$ cat config.mk
export PLATFORM = sky130hd
export DESIGN_NAME = rgbgm_fifo
export DESIGN_NICKNAME = d
export VERILOG_FILES = /design/src/rtl/rgb_gaussian_then_median_filter_unit_macros.svh /design/src/rtl/rgbgm_pkg.sv /design/src/rtl/rgbgm_fifo.sv
export SDC_FILE = /design/constraint.sdc
export NUM_CORES = 1
export LEC_CHECK = 0
export ABC_CLOCK_PERIOD_IN_PS = 8300
export BUFFER_PORTS_ARGS = -buffer_cell sky130_fd_sc_hd__buf_2
export CELL_PAD_IN_SITES_DETAIL_PLACEMENT = 0
export CELL_PAD_IN_SITES_GLOBAL_PLACEMENT = 2
export CORE_AREA = 2 2 134 234
export DETAILED_ROUTE_END_ITERATION = 10
export DIE_AREA = 0 0 136 236
export PLACE_DENSITY_LB_ADDON = 0.1
export SKIP_CTS_REPAIR_TIMING = 1
export SLEW_MARGIN = 40
export SYNTH_ARGS = -nofsm -noshare
export SYNTH_HDL_FRONTEND = slang
export SYNTH_SLANG_ARGS = --single-unit
$ cat constraint.sdc
create_clock -name clk -period 8.3 [get_ports clk]
set_clock_uncertainty 0.15 [all_clocks]
set_input_delay 0.83 -clock clk [delete_from_list [all_inputs] [get_ports clk]]
set_output_delay 0.83 -clock clk [all_outputs]
set_load 0.02 [all_outputs]
$ cat src/rtl/rgb_gaussian_then_median_filter_unit_macros.svh
// ----------------------------------------------------------------------------
// Assertion macros for the RGB Gaussian-then-median filter unit
// Shared forms for clocked checks with synchronous active-low reset.
// ----------------------------------------------------------------------------
`ifndef RGB_GAUSSIAN_THEN_MEDIAN_FILTER_UNIT_MACROS_SVH
`define RGB_GAUSSIAN_THEN_MEDIAN_FILTER_UNIT_MACROS_SVH

// Same-cycle implication
`define RGBGM_ASSERT_IMP(lbl, ante, cons, msg) \
  lbl: assert property (@(posedge clk) disable iff (!rst_n) (ante) |-> (cons)) \
    else $error(msg);

// Next-cycle implication
`define RGBGM_ASSERT_NXT(lbl, ante, cons, msg) \
  lbl: assert property (@(posedge clk) disable iff (!rst_n) (ante) |=> (cons)) \
    else $error(msg);

`endif

$ cat src/rtl/rgbgm_pkg.sv
// ----------------------------------------------------------------------------
// rgbgm_pkg
// Types and constants shared by the Gaussian-then-median filter modules.
// ----------------------------------------------------------------------------
package rgbgm_pkg;

  localparam int MAX_WIDTH  = 256;
  localparam int MAX_HEIGHT = 4096;
  localparam int MIN_SIDE   = 3;
  localparam int COL_W      = $clog2(MAX_WIDTH);
  localparam int ROW_W      = 13;
  localparam int FW_W       = 9;
  localparam int FH_W       = 13;
  localparam int PIX_W      = 24;
  localparam int CH_W       = 8;
  localparam int CFG_IDX_W  = 2;
  localparam int CFG_DATA_W = 13;

  localparam int FIFO_DEPTH = 16;
  localparam int FIFO_AW    = $clog2(FIFO_DEPTH);
  localparam int CREDIT_W   = $clog2(FIFO_DEPTH + 1);

  localparam int TB_DLY  = 5;
  localparam int OUT_DLY = 10;

  localparam logic [15:0] W_CORNER = 16'd4923;
  localparam logic [15:0] W_EDGE   = 16'd8116;
  localparam logic [15:0] W_CENTER = 16'd13381;

  localparam logic ACT_PIXEL = 1'b0;
  localparam logic ACT_DRAIN = 1'b1;

  localparam logic [CFG_IDX_W-1:0] REG_FRAME_WIDTH  = 2'd0;
  localparam logic [CFG_IDX_W-1:0] REG_FRAME_HEIGHT = 2'd1;

  typedef logic [PIX_W-1:0] pix_t;

  typedef struct packed {
    pix_t bot;
    pix_t mid;
    pix_t top;
  } col_t;

  typedef struct packed {
    col_t l_col;
    col_t c_col;
    col_t r_col;
  } win_t;

  typedef struct packed {
    logic             valid;
    logic [COL_W-1:0] addr;
    logic             top_same;
    logic             bot_same;
    logic             emit;
    logic             left_edge;
    logic             right_edge;
  } tick_t;

  typedef struct packed {
    logic emit;
    logic last;
  } out_tag_t;

endpackage

$ cat src/rtl/rgbgm_fifo.sv
// ----------------------------------------------------------------------------
// rgbgm_fifo
// Result queue in front of the output stream; space is reserved upstream.
// ----------------------------------------------------------------------------
module rgbgm_fifo import rgbgm_pkg::*; (
  input  logic       clk,
  input  logic       rst_n,
  input  logic       push,
  input  pix_t       push_pix,
  input  logic       push_last,
  output logic       out_tvalid,
  input  logic       out_tready,
  output logic [23:0] out_tdata,
  output logic       out_tlast
);

  logic [PIX_W:0]      store_r [FIFO_DEPTH];
  logic [FIFO_AW-1:0]  wr_ptr_r;
  logic [FIFO_AW-1:0]  rd_ptr_r;
  logic [CREDIT_W-1:0] count_r;
  logic                pop;

  assign out_tvalid = (count_r != '0);
  assign pop        = out_tvalid && out_tready;
  assign out_tdata  = store_r[rd_ptr_r][PIX_W-1:0];
  assign out_tlast  = store_r[rd_ptr_r][PIX_W];

  always_ff @(posedge clk) begin
    if (!rst_n) begin
      wr_ptr_r <= '0;
      rd_ptr_r <= '0;
      count_r  <= '0;
    end else begin
      if (push) begin
        wr_ptr_r <= wr_ptr_r + FIFO_AW'(1);
      end
      if (pop) begin
        rd_ptr_r <= rd_ptr_r + FIFO_AW'(1);
      end
      count_r <= count_r + CREDIT_W'(push) - CREDIT_W'(pop);
    end
  end

  always_ff @(posedge clk) begin
    if (push) begin
      store_r[wr_ptr_r] <= {push_last, push_pix};
    end
  end

endmodule

==> results_dict.tcl <==
set metrics [dict create \
    die_x_um 136 \
    critPathKind "register to output port" \
    cts_tree "yes" \
    overflow 0 \
    initial_core_util_pct 52.2 \
    htreeDepth 2 \
    drive_gt1_share_pct 27.9 \
    hp-class "register to register" \
    drv_cap 0 \
    async_flop_share_pct 0 \
    final_cell_mix "edfxtp_1 (400), mux4_2 (100), buf_2 (54), a22oi_1 (50), clkbuf_16 (37)" \
    fin_nets 832 \
    drv_slew 0 \
    routed_wl_um 32700 \
    ir_drop_uv 182 \
    diodes 0 \
    worst_slew_pin_slew_ns 0.782 \
    path_max_fanout 36 \
    p_seq_share_pct 50.7 \
    yosysUniqueCellTypes 31 \
    vias 7330 \
    clkPwrFrac_pct 32.8 \
    hold_ws_ns 0.383 \
    path_cells "buf_4 > mux4_2 > a22oi_1 > nand2_1 > buf_2" \
    grt_max_degree 53 \
    seq_area_frac_synth_pct 77.8 \
    ioPinCount 55 \
    worstSetupEndpointType "output port" \
    avgRoutedWirePerCell_um 27.2 \
    synth_seq_cells 417 \
    syn-num-nets 754 \
    p_int_w 0.00364 \
    cts_root_buffer "clkbuf_16" \
    setup_violations 0 \
    path_buf_inv 2 \
    arrival_ns 3.12 \
    grt_setup_unrepaired "false" \
    core_area_mm2 0.0304 \
    port_buffers 54 \
    clk_path_buf_depth 3 \
    cts_made_buffers 36 \
    dp.cells 1144 \
    ant_nets 0 \
    power.density_mw_per_mm2 270 \
    synthCells 713 \
    drcViolationCount 0 \
    track_usage_pct 21.2 \
    stdcell_count 1202 \
    row_count 85 \
    slowest_stage "dfxtp_4" \
    grt_pass1_wl_um 48500 \
    via_per_inst 6.10 \
    clk_latency_ns 0.52 \
    power.share.combinational_pct 16.5 \
    cp_data_required_time_ns 7.32 \
    dr.pass1.iters 5 \
    crit_family "buffers and inverters" \
    switching_share_pct 23.8 \
    finalCriticalPeriod_ns 4.10 \
    postSynthAreaPerCell_um2 22.3 \
    finalCritPeriodShare_pct 49.4 \
    yosys_warnings 0 \
    final_common_cell "edfxtp_1" \
    leakagePower_nw 5.62 \
    status "complete, no violations" \
    report.final.hold_viol_count 0 \
    die-area_mm2 0.0321 \
    timing.fmax_mhz 244 \
    path_clk_slew_ns 0.06 \
    die_y_um 236 \
    synth_edf_count 400 \
    dr.first_iter.drc_count 553 \
    cts.sinks 417 \
    gp_congestion 0.699 \
    first_global_vias 7857 \
    synth_flop_cell "edfxtp_1" \
    tns_ns 0 \
    antenna_found_initial 2 \
    start_kind "register" \
    p_switching_w 0.00114 \
    maxSlewHeadroom_pct 47.9 \
    slowest_delay_ns 0.79 \
    area.growth.synth_to_final_pct 11.5 \
    dp_hpwl_um 16600 \
    syn_area_mm2 0.0159 \
    nFillCells 2320 \
]
[area by class of cell]
class	count	area, µm²	area share [%]
sequential	417	12400	69.9
multi-input combinational	251	3300	18.7
clock buffer	53	1030	5.80
tap	391	489	2.77
timing repair buffer	76	435	2.46
clock inverter	5	46.3	0.262
inverter	9	33.8	0.191
[sequential cells by signal, indices dropped and copies added (netlist names), named ones only]
signal / cells
store_r: 400
rd_ptr_r: 4
wr_ptr_r: 4
count_r: 5
[worst reg2reg max path, cell delays in order (launching register included)]
cell and delay, ns:
dfxtp_1 0.32, inv_1 0.08, ha_1 0.14, or4b_1 0.55, nand2_2 0.15, inv_1 0.08
ha_1 0.27, inv_1 0.04, ha_1 0.20, fa_1 0.43, a21oi_1 0.19, nor2_1 0.07
or3_1 0.34, and3_1 0.18
[cell usage after synthesis (5+ instances only)]
cell	n	area, µm²
buf_4	5	37.5
nand2_1	28	105
a22oi_1	50	375
and2_1	28	175
buf_1	7	26.3
buf_6	5	56.3
ha_1	11	138
edfxtp_1	400	12000
dfxtp_1	17	340
mux4_2	100	2250
inv_1	9	33.8
clkbuf_1	17	63.8
xnor2_1	6	52.6
[routing by layer]
layer | share of wire (%) | track usage, %
met2 | 56 | 38.3
met4 | 1.9 | 4.96
met5 | 0.083 | 0
met1 | 37 | 26.9
met3 | 4.8 | 3.01
[cells by family after synthesis]
family	count (synthesis)	share of synthesized area [%]
AO/OA/AOI/OAI	55	2.55
XOR/XNOR	9	0.497
adder cells (fa/ha/maj)	12	0.993
buffers and inverters	45	1.43
flip-flops	417	77.8
multiplexers	101	14.3
AND/OR/NAND/NOR	74	2.45
[through the flow]
stage               setup WS, ns  power [W]  instance area, µm²  utilization, %
finish                      4.20    0.00478               17700            58.2
global route                3.91    0.00497               17700            58.2
CTS                         4.05    0.00484               17700            58.2
detailed placement          4.62    0.00328               16600            54.6
global placement            4.64    0.00326               16600            54.6
floorplan                   5.15    0.00310               15900               -
[worst paths after layout]
check                                  from  depth (start not counted)       endpoint  slack [ns]
worst min register to register  rd_ptr_r[1]                          2       register        0.38
worst max register to register   count_r[3]                         13     count_r[4]        5.01
worst max-delay path               register                          5  out_tdata[15]        4.20
worst min-delay path            rd_ptr_r[1]                          2       register        0.38
[power by group through the flow]
stage / Combinational [W] / Sequential, W / Clock (W)
global placement: 0.000786 / 0.00247 / 0
floorplan: 0.000692 / 0.00241 / 0
detailed placement: 0.000806 / 0.00248 / 0
finish: 0.000790 / 0.00243 / 0.00157
CTS: 0.000808 / 0.00243 / 0.00160
global route: 0.000864 / 0.00244 / 0.00167
Power figures use the tool's default switching activity.
