File: src/rtl/rgb_gaussian_then_median_filter_unit_macros.svh
// ----------------------------------------------------------------------------
// Assertion macros for the RGB Gaussian-then-median filter unit
// Shared forms for clocked checks with synchronous active-low reset.
// ----------------------------------------------------------------------------
`ifndef RGB_GAUSSIAN_THEN_MEDIAN_FILTER_UNIT_MACROS_SVH
`define RGB_GAUSSIAN_THEN_MEDIAN_FILTER_UNIT_MACROS_SVH

// Same-cycle implication
`define RGBGM_ASSERT_IMP(lbl, ante, cons, msg) \
  lbl: assert property (@(posedge clk) disable iff (!rst_n) (ante) |-> (cons)) \
    else $error(msg);

// Next-cycle implication
`define RGBGM_ASSERT_NXT(lbl, ante, cons, msg) \
  lbl: assert property (@(posedge clk) disable iff (!rst_n) (ante) |=> (cons)) \
    else $error(msg);

`endif

File: src/rtl/rgbgm_pkg.sv
// ----------------------------------------------------------------------------
// rgbgm_pkg
// Types and constants shared by the Gaussian-then-median filter modules.
// ----------------------------------------------------------------------------
package rgbgm_pkg;

  localparam int MAX_WIDTH  = 256;
  localparam int MAX_HEIGHT = 4096;
  localparam int MIN_SIDE   = 3;
  localparam int COL_W      = $clog2(MAX_WIDTH);
  localparam int ROW_W      = 13;
  localparam int FW_W       = 9;
  localparam int FH_W       = 13;
  localparam int PIX_W      = 24;
  localparam int CH_W       = 8;
  localparam int CFG_IDX_W  = 2;
  localparam int CFG_DATA_W = 13;

  localparam int FIFO_DEPTH = 16;
  localparam int FIFO_AW    = $clog2(FIFO_DEPTH);
  localparam int CREDIT_W   = $clog2(FIFO_DEPTH + 1);

  localparam int TB_DLY  = 5;
  localparam int OUT_DLY = 10;

  localparam logic [15:0] W_CORNER = 16'd4923;
  localparam logic [15:0] W_EDGE   = 16'd8116;
  localparam logic [15:0] W_CENTER = 16'd13381;

  localparam logic ACT_PIXEL = 1'b0;
  localparam logic ACT_DRAIN = 1'b1;

  localparam logic [CFG_IDX_W-1:0] REG_FRAME_WIDTH  = 2'd0;
  localparam logic [CFG_IDX_W-1:0] REG_FRAME_HEIGHT = 2'd1;

  typedef logic [PIX_W-1:0] pix_t;

  typedef struct packed {
    pix_t bot;
    pix_t mid;
    pix_t top;
  } col_t;

  typedef struct packed {
    col_t l_col;
    col_t c_col;
    col_t r_col;
  } win_t;

  typedef struct packed {
    logic             valid;
    logic [COL_W-1:0] addr;
    logic             top_same;
    logic             bot_same;
    logic             emit;
    logic             left_edge;
    logic             right_edge;
  } tick_t;

  typedef struct packed {
    logic emit;
    logic last;
  } out_tag_t;

endpackage

File: src/rtl/rgbgm_median.sv
// ----------------------------------------------------------------------------
// rgbgm_median
// Three-stage median of a 3x3 window per channel: sort columns, reduce the
// lows, middles and highs, then take the middle of three.
// ----------------------------------------------------------------------------
module rgbgm_median import rgbgm_pkg::*; (
  input  logic clk,
  input  win_t window,
  output pix_t median
);

  logic [CH_W-1:0] lo_r [3][3];
  logic [CH_W-1:0] md_r [3][3];
  logic [CH_W-1:0] hi_r [3][3];
  logic [CH_W-1:0] a_r  [3];
  logic [CH_W-1:0] b_r  [3];
  logic [CH_W-1:0] c_r  [3];
  pix_t            med_r;
  col_t            cols [3];

  function automatic logic [CH_W-1:0] max2(input logic [CH_W-1:0] x, y);
    max2 = (x > y) ? x : y;
  endfunction

  function automatic logic [CH_W-1:0] min2(input logic [CH_W-1:0] x, y);
    min2 = (x < y) ? x : y;
  endfunction

  function automatic logic [CH_W-1:0] med3(input logic [CH_W-1:0] x, y, z);
    med3 = max2(min2(x, y), min2(max2(x, y), z));
  endfunction

  assign cols[0] = window.l_col;
  assign cols[1] = window.c_col;
  assign cols[2] = window.r_col;

  always_ff @(posedge clk) begin
    for (int ch = 0; ch < 3; ch++) begin
      for (int k = 0; k < 3; k++) begin
        lo_r[ch][k] <= min2(min2(cols[k].top[ch*CH_W +: CH_W], cols[k].mid[ch*CH_W +: CH_W]),
                            cols[k].bot[ch*CH_W +: CH_W]);
        md_r[ch][k] <= med3(cols[k].top[ch*CH_W +: CH_W], cols[k].mid[ch*CH_W +: CH_W],
                            cols[k].bot[ch*CH_W +: CH_W]);
        hi_r[ch][k] <= max2(max2(cols[k].top[ch*CH_W +: CH_W], cols[k].mid[ch*CH_W +: CH_W]),
                            cols[k].bot[ch*CH_W +: CH_W]);
      end
      a_r[ch] <= max2(max2(lo_r[ch][0], lo_r[ch][1]), lo_r[ch][2]);
      b_r[ch] <= med3(md_r[ch][0], md_r[ch][1], md_r[ch][2]);
      c_r[ch] <= min2(min2(hi_r[ch][0], hi_r[ch][1]), hi_r[ch][2]);
      med_r[ch*CH_W +: CH_W] <= med3(a_r[ch], b_r[ch], c_r[ch]);
    end
  end

  assign median = med_r;

endmodule

File: config.mk
export PLATFORM = sky130hd
export DESIGN_NAME = rgbgm_median
export DESIGN_NICKNAME = d
export VERILOG_FILES = /design/src/rtl/rgb_gaussian_then_median_filter_unit_macros.svh /design/src/rtl/rgbgm_pkg.sv /design/src/rtl/rgbgm_median.sv
export SDC_FILE = /design/constraint.sdc
export NUM_CORES = 1
export LEC_CHECK = 0
export ABC_AREA = 0
export BUFFER_PORTS_ARGS = -buffer_cell sky130_fd_sc_hd__buf_4
export CORE_ASPECT_RATIO = 1.5
export CORE_MARGIN = 3
export CORE_UTILIZATION = 25
export DETAILED_ROUTE_END_ITERATION = 8
export GPL_TIMING_DRIVEN = 0
export REMOVE_ABC_BUFFERS = 1
export SYNTH_ARGS = -nofsm -noshare
export SYNTH_HDL_FRONTEND = slang
export SYNTH_SLANG_ARGS = --single-unit
export TNS_END_PERCENT = 5
File: constraint.sdc
create_clock -name clk -period 6.8 [get_ports clk]
set_input_delay 0.68 -clock clk [delete_from_list [all_inputs] [get_ports clk]]
set_output_delay 0.68 -clock clk [all_outputs]
set_load 0.01 [all_outputs]
==> run summary <==
# IOs = 241
Run status = finished, final reports clean
Post-Syn Instances = 3058
Power per cell area = 500 mW/mm²
Slew @ Worst Pin = 1130 ps
CP startpoint = md_r[2][17]$_DFF_P_
Slew Viols, Final = 0
Final period utilization = 0.864
Starting Density = 0.252
GRT Residual Overflow = 0
Max VDD drop = 294 µV
Seq/Total Area, Yosys = 0.237
Nets = 4011
Worst-path cell chain = ha_1, nor2b_1, o211ai_1, a21oi_1, o21ai_1, mux2_2, ha_1, a21oi_1, nand2_1, a21oi_1, o21ai_0, a31oi_2, mux2i_1, ha_1, a21o_1, a21oi_1, a21oi_1, o22ai_1, nor2_1, a21oi_1
Htree depth = 2
Leakage = 15.3 nW
Fmax = 0.170 GHz
Min-delay src = window[122]
Vias per cell = 4.73
Root Buffer = clkbuf_16
Setup Total Neg Slack = 0 ps
Worst-path clk slew = 60 ps
CORE AREA = 0.104 mm²
Post-Route WL = 75200 µm
Final setup vio count = 0
CTS tree = yes
Area taken by multi-input logic gates = 0.0185 mm²
Via Count = 22300
# Post-CTS Setup Buffers = 0
Post-cts sizing count = 0
Inserted Clock Buffers = 38
DP HPWL = 64300 µm
Final min period = 5870 ps
Clock buffer depth = 3
Slowest cell delay on critical path = 750 ps
Drt wl/cell = 16.0 µm
Final core utilization = 0.297
EDFF count, synth = 0
CP Data Required Time = 7220 ps
Crit Path Max Fanout = 10
GPL Wtd Cong = 0.900
Number of cell rows = 145
GRT Util Overall = 0.135
Setup CP Type = flop to flop
DRT Pass-1 Iters = 7
Data arrival, critical path = 6290 ps
Reg2Reg Launch Point = md_r[2][17]$_DFF_P_
Initial antenna violation count = 1
Hold_ws = 349 ps
DP Area = 0.0297 mm²
Distinct cell type count after synthesis = 56
PortBufs = 240
Dominant synthesized flop cell = dfxtp_1
Pre-CTS setup slack = 409 ps
Die W = 271 µm
Fillers = 11100
Crit path top cell by count = a21oi_1
Hold_buf cts = 0
Critical path launch point type = flop
DRT iter0 DRCs = 790
P&R area growth vs syn = 17.7%
#FFs+latches synth = 312
Commonest non-fill, non-tap cell in the layout = ha_1
Die ar. = 0.109 mm²
First-pass GRT wire length = 118000 µm
Number of global-route vias before repair = 22500
Storage element area = 0.00625 mm²
RSZ-0062 raised after global routing = false
Design area = 0.0310 mm²
HP Class = primary input to flop
Clk sinks = 312
Final hold viol count = 0
Max-slew headroom = 0.247
Synth Warn # = 0
Antenna-violating nets left = 0
DRC = 0
Die Ht = 403 µm
Post-Syn Area = 0.0263 mm²
Final setup margin = 926 ps
Commonest non-fill, non-tap cells in the layout = ha_1 (507), inv_1 (372), dfxtp_1 (312), o21ai_0 (275), mux2_2 (255)
Crit. End Element = flop
Buf+Inv Stages, Crit Path = 0
Ratio of cells with drive above 1 in the final layout = 0.179
Max Cap Violations = 0
Synth async-reset ratio = 0
Largest net degree at the start of global routing = 17
Clock Latency Late Sink = 580 ps
Crit-path leading delay family = compound AO/OA/AOI/OAI gates
Worst Clk Skew = 28.7 ps
Slowest CP cell = o22ai_1
Post-Syn Area per Cell = 8.60 µm²
==> worst reg2reg max path: stages (launching register included) <==
cell      delay [ps]
dfxtp_1          430
ha_1             280
nor2b_1          130
o211ai_1         190
a21oi_1          140
o21ai_1          530
mux2_2           450
ha_1             320
a21oi_1          140
nand2_1           70
a21oi_1          170
o21ai_0          130
a31oi_2          550
mux2i_1          310
ha_1             280
a21o_1           180
a21oi_1          150
a21oi_1           80
o22ai_1          750
nor2_1            80
a21oi_1          360
==> worst paths after layout <==
check,to,cells after the start,slack [ps]
max reg2reg,b_r[0][23]$_DFF_P_,20,930
min reg2reg,a_r[0][12]$_DFF_P_,1,490
min,lo_r[0][10]$_DFF_P_,2,350
max,b_r[0][23]$_DFF_P_,20,930
==> area by class of cell <==
cell class / instances / area share
clock buffers: 46 / 0.0327
diodes: 1 / 0.0000808
flip-flops and latches: 312 / 0.202
clock inverters: 21 / 0.00885
inverters: 372 / 0.0451
well taps: 1396 / 0.0564
multi-input cells: 2322 / 0.597
repair buffers: 241 / 0.0584
==> logic make-up (layout without fill, tap and decap cells) <==
kind of cell    after synthesis  in the layout  synth area share
compound gates              718            718             0.162
fa+ha+maj                   507            507             0.241
buf+inv                     424            680            0.0612
flops                       312            312             0.237
mux                         441            441             0.180
other cells                   0              1                 0
simple gates                656            656             0.118
==> power by group <==
part / internal (mW) / switching [mW] / total, mW
Sequential: 2.62 / 0.548 / 3.17
Clock: 1.23 / 0.849 / 2.08
Combinational: 4.45 / 5.78 / 10.2
Total: 8.31 / 7.18 / 15.5
==> stage by stage <==
step	std cells	power, mW
after global routing	4711	17.1
final	4711	15.5
after detailed placement	4643	13.5
after global placement	4642	13.3
after CTS	4710	15.7
after floorplan	3006	10.6
==> synth_stat cells (6+ instances only) <==
| master | number | area share |
|---|---|---|
| o22ai_1 | 12 | 0.0029 |
| nand2_1 | 222 | 0.032 |
| o21ai_0 | 275 | 0.052 |
| o21ai_1 | 16 | 0.0030 |
| a21oi_1 | 207 | 0.039 |
| mux2_2 | 255 | 0.11 |
| mux2i_1 | 185 | 0.070 |
| and4_1 | 8 | 0.0027 |
| ha_1 | 507 | 0.24 |
| a21o_1 | 69 | 0.020 |
| nand2b_1 | 15 | 0.0036 |
| o21ai_2 | 6 | 0.0020 |
| nand4_1 | 75 | 0.018 |
| a31oi_1 | 9 | 0.0021 |
| and2_1 | 8 | 0.0019 |
| o21a_1 | 10 | 0.0029 |
| nor2b_1 | 38 | 0.0090 |
| buf_2 | 15 | 0.0029 |
| nor3_1 | 21 | 0.0040 |
| nand3_1 | 114 | 0.022 |
| a22oi_1 | 10 | 0.0029 |
| a211oi_1 | 15 | 0.0043 |
| nor2_1 | 128 | 0.018 |
| inv_1 | 372 | 0.053 |
| dfxtp_1 | 312 | 0.24 |
| a211o_1 | 9 | 0.0030 |
| o211ai_1 | 25 | 0.0071 |
| o21bai_1 | 16 | 0.0046 |
| and3_1 | 10 | 0.0024 |
| a21oi_2 | 10 | 0.0033 |
| buf_1 | 6 | 0.00086 |
| clkbuf_1 | 31 | 0.0044 |
==> state kept, by name, summed over array words and instances, names as in the netlist <==
register  cells
hi_r         72
lo_r         72
md_r         72
a_r          24
b_r          24
c_r          24
median       24
==> routing by layer <==
metal  global-route usage  part of all wire  vias up
li1                     -                 -    11400
met1                0.135              0.38    10300
met2                0.263              0.53      417
met3               0.0202             0.036      150
met4               0.0732             0.058        0
met5                    0                 0        -
Power figures use the tool's default switching activity.
