[src/rtl/rgb_gaussian_then_median_filter_unit_macros.svh]
// ----------------------------------------------------------------------------
// Assertion macros for the RGB Gaussian-then-median filter unit
// Shared forms for clocked checks with synchronous active-low reset.
// ----------------------------------------------------------------------------
`ifndef RGB_GAUSSIAN_THEN_MEDIAN_FILTER_UNIT_MACROS_SVH
`define RGB_GAUSSIAN_THEN_MEDIAN_FILTER_UNIT_MACROS_SVH

// Same-cycle implication
`define RGBGM_ASSERT_IMP(lbl, ante, cons, msg) \
  lbl: assert property (@(posedge clk) disable iff (!rst_n) (ante) |-> (cons)) \
    else $error(msg);

// Next-cycle implication
`define RGBGM_ASSERT_NXT(lbl, ante, cons, msg) \
  lbl: assert property (@(posedge clk) disable iff (!rst_n) (ante) |=> (cons)) \
    else $error(msg);

`endif

[src/rtl/rgbgm_pkg.sv]
// ----------------------------------------------------------------------------
// rgbgm_pkg
// Types and constants shared by the Gaussian-then-median filter modules.
// ----------------------------------------------------------------------------
package rgbgm_pkg;

  localparam int MAX_WIDTH  = 256;
  localparam int MAX_HEIGHT = 4096;
  localparam int MIN_SIDE   = 3;
  localparam int COL_W      = $clog2(MAX_WIDTH);
  localparam int ROW_W      = 13;
  localparam int FW_W       = 9;
  localparam int FH_W       = 13;
  localparam int PIX_W      = 24;
  localparam int CH_W       = 8;
  localparam int CFG_IDX_W  = 2;
  localparam int CFG_DATA_W = 13;

  localparam int FIFO_DEPTH = 16;
  localparam int FIFO_AW    = $clog2(FIFO_DEPTH);
  localparam int CREDIT_W   = $clog2(FIFO_DEPTH + 1);

  localparam int TB_DLY  = 5;
  localparam int OUT_DLY = 10;

  localparam logic [15:0] W_CORNER = 16'd4923;
  localparam logic [15:0] W_EDGE   = 16'd8116;
  localparam logic [15:0] W_CENTER = 16'd13381;

  localparam logic ACT_PIXEL = 1'b0;
  localparam logic ACT_DRAIN = 1'b1;

  localparam logic [CFG_IDX_W-1:0] REG_FRAME_WIDTH  = 2'd0;
  localparam logic [CFG_IDX_W-1:0] REG_FRAME_HEIGHT = 2'd1;

  typedef logic [PIX_W-1:0] pix_t;

  typedef struct packed {
    pix_t bot;
    pix_t mid;
    pix_t top;
  } col_t;

  typedef struct packed {
    col_t l_col;
    col_t c_col;
    col_t r_col;
  } win_t;

  typedef struct packed {
    logic             valid;
    logic [COL_W-1:0] addr;
    logic             top_same;
    logic             bot_same;
    logic             emit;
    logic             left_edge;
    logic             right_edge;
  } tick_t;

  typedef struct packed {
    logic emit;
    logic last;
  } out_tag_t;

endpackage

[src/rtl/rgbgm_blur.sv]
// ----------------------------------------------------------------------------
// rgbgm_blur
// Three-stage weighted sum of a 3x3 window per channel, Q0.16 weights,
// truncated and capped at 255.
// ----------------------------------------------------------------------------
module rgbgm_blur import rgbgm_pkg::*; (
  input  logic clk,
  input  win_t window,
  output pix_t blurred
);

  logic [CH_W+1:0] cs_r [3];
  logic [CH_W+1:0] es_r [3];
  logic [CH_W-1:0] ce_r [3];
  logic [23:0]     pc_r [3];
  logic [23:0]     pe_r [3];
  logic [23:0]     pm_r [3];
  pix_t            pix_r;
  pix_t            pix_nxt;

  function automatic logic [CH_W-1:0] chan(input pix_t p, input int ch);
    chan = p[ch*CH_W +: CH_W];
  endfunction

  always_ff @(posedge clk) begin
    for (int ch = 0; ch < 3; ch++) begin
      cs_r[ch] <= 10'(chan(window.l_col.top, ch)) + 10'(chan(window.l_col.bot, ch))
                + 10'(chan(window.r_col.top, ch)) + 10'(chan(window.r_col.bot, ch));
      es_r[ch] <= 10'(chan(window.c_col.top, ch)) + 10'(chan(window.c_col.bot, ch))
                + 10'(chan(window.l_col.mid, ch)) + 10'(chan(window.r_col.mid, ch));
      ce_r[ch] <= chan(window.c_col.mid, ch);
      pc_r[ch] <= 24'(cs_r[ch]) * 24'(W_CORNER);
      pe_r[ch] <= 24'(es_r[ch]) * 24'(W_EDGE);
      pm_r[ch] <= 24'(ce_r[ch]) * 24'(W_CENTER);
    end
    pix_r <= pix_nxt;
  end

  always_comb begin
    logic [24:0] acc;
    pix_nxt = '0;
    for (int ch = 0; ch < 3; ch++) begin
      acc = 25'(pc_r[ch]) + 25'(pe_r[ch]) + 25'(pm_r[ch]);
      pix_nxt[ch*CH_W +: CH_W] = (acc[24:16] > 9'd255) ? 8'd255 : acc[23:16];
    end
  end

  assign blurred = pix_r;

endmodule

[config.mk]
export PLATFORM = sky130hd
export DESIGN_NAME = rgbgm_blur
export DESIGN_NICKNAME = d
export VERILOG_FILES = /design/src/rtl/rgb_gaussian_then_median_filter_unit_macros.svh /design/src/rtl/rgbgm_pkg.sv /design/src/rtl/rgbgm_blur.sv
export SDC_FILE = /design/constraint.sdc
export NUM_CORES = 2
export LEC_CHECK = 0
export BUFFER_PORTS_ARGS = -buffer_cell sky130_fd_sc_hd__buf_2
export CAP_MARGIN = 20
export CORE_ASPECT_RATIO = 0.5
export CORE_MARGIN = 2
export CORE_UTILIZATION = 45
export CTS_CLUSTER_DIAMETER = 80
export DETAILED_ROUTE_END_ITERATION = 6
export PLACE_DENSITY = 0.68
export SYNTH_ARGS = -nofsm -noshare
export SYNTH_HDL_FRONTEND = slang
export SYNTH_SLANG_ARGS = --single-unit
[constraint.sdc]
create_clock -name clk -period 6.42 [get_ports clk]
set_clock_uncertainty 0.05 [all_clocks]
set_input_delay 0.321 -clock clk [delete_from_list [all_inputs] [get_ports clk]]
set_output_delay 0.321 -clock clk [all_outputs]
set_load 0.01 [all_outputs]
==> impl_table.tex <==
\begin{tabular}{lr}
\hline
Metric & Value \\
\hline
\multicolumn{2}{l}{\textbf{Synthesis}} \\
\quad Fraction of synthesized cell area taken by the top area cell type & 27.4\% \\
\quad Number of distinct library cells after synthesis & 61 \\
\quad Mapped Area & 0.0320 mm2 \\
\quad Total number of yosys warnings & 0 \\
\quad Top-count cell post-synth & ha\_1 \\
\quad Synth top area cells & ha\_1, fa\_1, dfxtp\_1 \\
\quad Post-synthesis compound-gate area fraction & 9.36\% \\
\quad Leading register cell type out of synthesis & dfxtp\_1 \\
\quad Xor/xnor share of the synthesized area & 5.75\% \\
\quad Area share of fa/ha/maj cells after synthesis & 53.5\% \\
\quad Top cells by count, synth & ha\_1, inv\_1, fa\_1, dfxtp\_1, xnor2\_1 \\
\quad Proportion of synthesized chip area in sequential cells & 19.1\% \\
\quad Combinational family with the most area after synthesis & adder cells \\
\quad Proportion of synthesized area in mux cells & 0.156\% \\
\quad Average cell area after synthesis & 10.6 um2 \\
\quad Number of synthesized flops with an enable pin & 0 \\
\quad Synth Area in Simple Gates & 5.39\% \\
\quad Post-synthesis net count & 4366 \\
\quad Synth area leader & ha\_1 \\
\quad Fraction of registers with async set or reset after synthesis & 0\% \\
\quad Cells after Synth & 3031 \\
\quad Synthesized flop and latch total & 306 \\
\multicolumn{2}{l}{\textbf{Floorplanning}} \\
\quad Die Outline Area & 0.0734 mm2 \\
\quad Number of primary I/O pins & 241 \\
\quad Number of rows in the core area & 69 \\
\quad Die outline width & 381 um \\
\quad Core Area & 0.0707 mm2 \\
\quad Die height & 193 um \\
\quad Initial Utilization & 45.3\% \\
\multicolumn{2}{l}{\textbf{Critical path}} \\
\quad CP Data Arrival Time & 5770 ps \\
\quad CP Max Fanout & 4 \\
\quad Setup crit end kind & register \\
\quad Peak per-stage delay on the critical path & 720 ps \\
\quad Ordered list of cells on the worst path & fa\_1, inv\_1, fa\_1, fa\_1, inv\_1, fa\_1, inv\_1, fa\_1, inv\_1, ha\_1, o21a\_1, nand2\_1, a311oi\_1, a211oi\_1, o21ai\_0, and4\_1, nor3\_1 \\
\quad First element of the critical path & es\_r[0][21] \\
\quad Worst R2R Path Depth & 17 \\
\quad Cell type with the highest occurrence count on the critical path & fa\_1 \\
\quad Beginning of the worst register-to-register path & es\_r[0][21] \\
\quad Crit path required time & 6850 ps \\
\quad Worst-case register-to-register setup slack & 1070 ps \\
\quad Reg-to-Reg End & pe\_r[0][62] \\
\quad Crit start category & register \\
\quad Type of the setup path with the least slack & register to register \\
\quad Cell type of the slowest stage on the worst timing path & fa\_1 \\
\multicolumn{2}{l}{\textbf{Min path}} \\
\quad Path class of the lowest-slack min-delay path & primary input to register \\
\quad Hold Startpoint & window[128] \\
\quad Worst hold endpoint & es\_r[0][10] \\
\quad Hold Path Stages & 3 \\
\multicolumn{2}{l}{\textbf{Placement}} \\
\quad Port-buffer cells & 240 \\
\quad Placed instance count & 4227 \\
\quad Detailed placement HPWL & 51900 um \\
\quad Last weighted congestion value of the routability-driven placer & 0.889 \\
\multicolumn{2}{l}{\textbf{Detailed routing}} \\
\quad Iteration-0 DRC count of the detailed router & 689 \\
\quad Avg Vias per Cell & 4.90 \\
\quad Routed via count & 21121 \\
\quad Routed Antenna Nets & 0 \\
\quad Post-detailed-route DRC marker count & 0 \\
\quad Pre-Repair DR Iteration Count & 7 \\
\quad Total routed wirelength & 59600 um \\
\quad Wirelength per Cell & 13.8 um \\
\multicolumn{2}{l}{\textbf{GRT}} \\
\quad Pin count of the biggest net entering global routing & 16 \\
\quad Via count of the first global-routing pass & 22378 \\
\quad Antenna violations before repair & 2 \\
\quad First-pass GRT wire length & 103000 um \\
\quad GRT Util Overall & 17.0\% \\
\quad Final global-route overflow total & 0 \\
\multicolumn{2}{l}{\textbf{Final layout}} \\
\quad Filler cell count & 6394 \\
\quad Count of placed standard cells in the final layout, fillers left out & 4312 \\
\quad Number of nets in the layout & 4666 \\
\quad Fraction of layout instances using a drive strength above 1 & 9.33\% \\
\quad Synthesis-to-finish area growth & 11.8\% \\
\quad Area taken by multi-input logic gates & 0.0237 mm2 \\
\quad Seq. cell area & 0.00613 mm2 \\
\quad Diodes inserted & 0 \\
\multicolumn{2}{l}{\textbf{CTS}} \\
\quad Count of hold buffers inserted by post-cts repair & 30 \\
\quad Total CTS buffers & 30 \\
\quad H-Tree Depth & 1 \\
\quad CTS resizes & 0 \\
\quad Number of post-CTS setup repair buffers & 0 \\
\quad Worst-path clk slew & 70 ps \\
\quad Worst-skew pair later-pin latency & 600 ps \\
\quad Root buf cell & clkbuf\_16 \\
\quad Bufs on Longest Clock Path & 3 \\
\quad Clock tree from TritonCTS & done \\
\quad \# clock sinks & 306 \\
\multicolumn{2}{l}{\textbf{Flow run}} \\
\quad Maximum capacitance violations & 0 \\
\multicolumn{2}{l}{\textbf{Timing}} \\
\quad Total count of max-transition violations in the final report & 0 \\
\quad Post-route clock period utilization & 83.3\% \\
\quad Top achievable clock speed & 0.187 GHz \\
\quad Total negative slack & 0 ps \\
\quad Final period demand of the worst path & 5350 ps \\
\quad RSZ-0062 raised after global routing & false \\
\quad Worst Tran Pin Value & 611 ps \\
\quad Final hold violation count & 0 \\
\quad Number of setup violations in the final report & 0 \\
\quad Slew margin rel. & 58.7\% \\
\multicolumn{2}{l}{\textbf{Run status}} \\
\quad Result of the run & complete, no violations \\
\hline
\end{tabular}
-- cell usage in the layout, fill, tap and decap left out, types with 6 or more instances in the layout --
master	count
or2_2	8
inv_1	571
buf_2	240
a21o_1	64
dlygate4sd3_1	30
nand2_1	86
a21boi_0	6
xor2_1	56
nor2_1	104
o21a_1	18
dfxtp_1	306
xnor2_1	154
nand2b_1	22
nand3_1	33
o21bai_1	38
or3_1	8
nand4_1	6
fa_1	417
a21oi_1	140
clkbuf_16	31
o211ai_1	7
a31oi_1	29
nor2b_1	16
and2_1	11
nor3_1	31
a311o_1	6
ha_1	701
a211o_1	11
o31ai_1	6
a31o_2	6
a211oi_1	13
o21ai_0	71
and3_1	20
-- sequential cells by signal (all words and copies together) (netlist names) --
name / flops
pc_r: 69
cs_r: 30
ce_r: 24
es_r: 30
pm_r: 66
blurred: 24
pe_r: 63
-- logic make-up (layout without fill, tap and decap cells) --
| group | Yosys count | count (layout) |
|---|---|---|
| flip-flops | 306 | 306 |
| multiplexers | 5 | 5 |
| AND/OR/NAND/NOR | 361 | 361 |
| buffers and inverters | 573 | 896 |
| XOR/XNOR | 210 | 210 |
| AO/OA/AOI/OAI | 458 | 458 |
| adder cells (fa/ha/maj) | 1118 | 1118 |
-- area by class of cell --
cell class	instances	area share, %
sequential	306	17.1
tap	958	3.35
inverter	571	5.99
multi-input combinational	2152	66.3
timing repair buffer	270	4.20
clock inverter	16	0.636
clock buffer	39	2.39
-- stage by stage --
| step | worst slack [ps] | util, % | instance area, um2 | hold slack [ps] |
|---|---|---|---|---|
| finish | 1070 | 50.6 | 35800 | 47.7 |
| global placement | 1210 | 48.7 | 34400 | 352 |
| global route | 691 | 50.6 | 35800 | 41.3 |
| CTS | 1070 | 50.6 | 35800 | 3.05 |
| detailed placement | 1130 | 48.7 | 34400 | 370 |
| floorplan | 1420 | - | 32000 | 299 |
-- worst max-delay path: cells and delay by family (launching register included) --
kind / cells / cell delay [ps]
adders and majority gates: 6 / 3000
DFF: 1 / 360
and+or+nand+nor: 3 / 380
buffers and inverters: 4 / 240
AOI/OAI and AO/OA: 4 / 1200
-- worst max-delay path by stage --
stage,to,cells past startpoint
final,pe_r[0][62],17
after global routing,pe_r[0][62],16
after CTS,pe_r[0][62],16
after detailed placement,pe_r[0][62],16
after global placement,pe_r[0][19],18
after floorplan,pe_r[0][19],18
-- layer usage --
metal / part of all wire, % / vias up / track usage [%]
li1: - / 10643 / -
met4: 2.6 / 0 / 4.00
met2: 53 / 173 / 32.3
met1: 43 / 10228 / 20.6
met5: 0 / - / 0
met3: 1.9 / 77 / 1.82
Power is not shown: default switching activity piles up to over one toggle a cycle in this logic, so the estimate is an artifact.
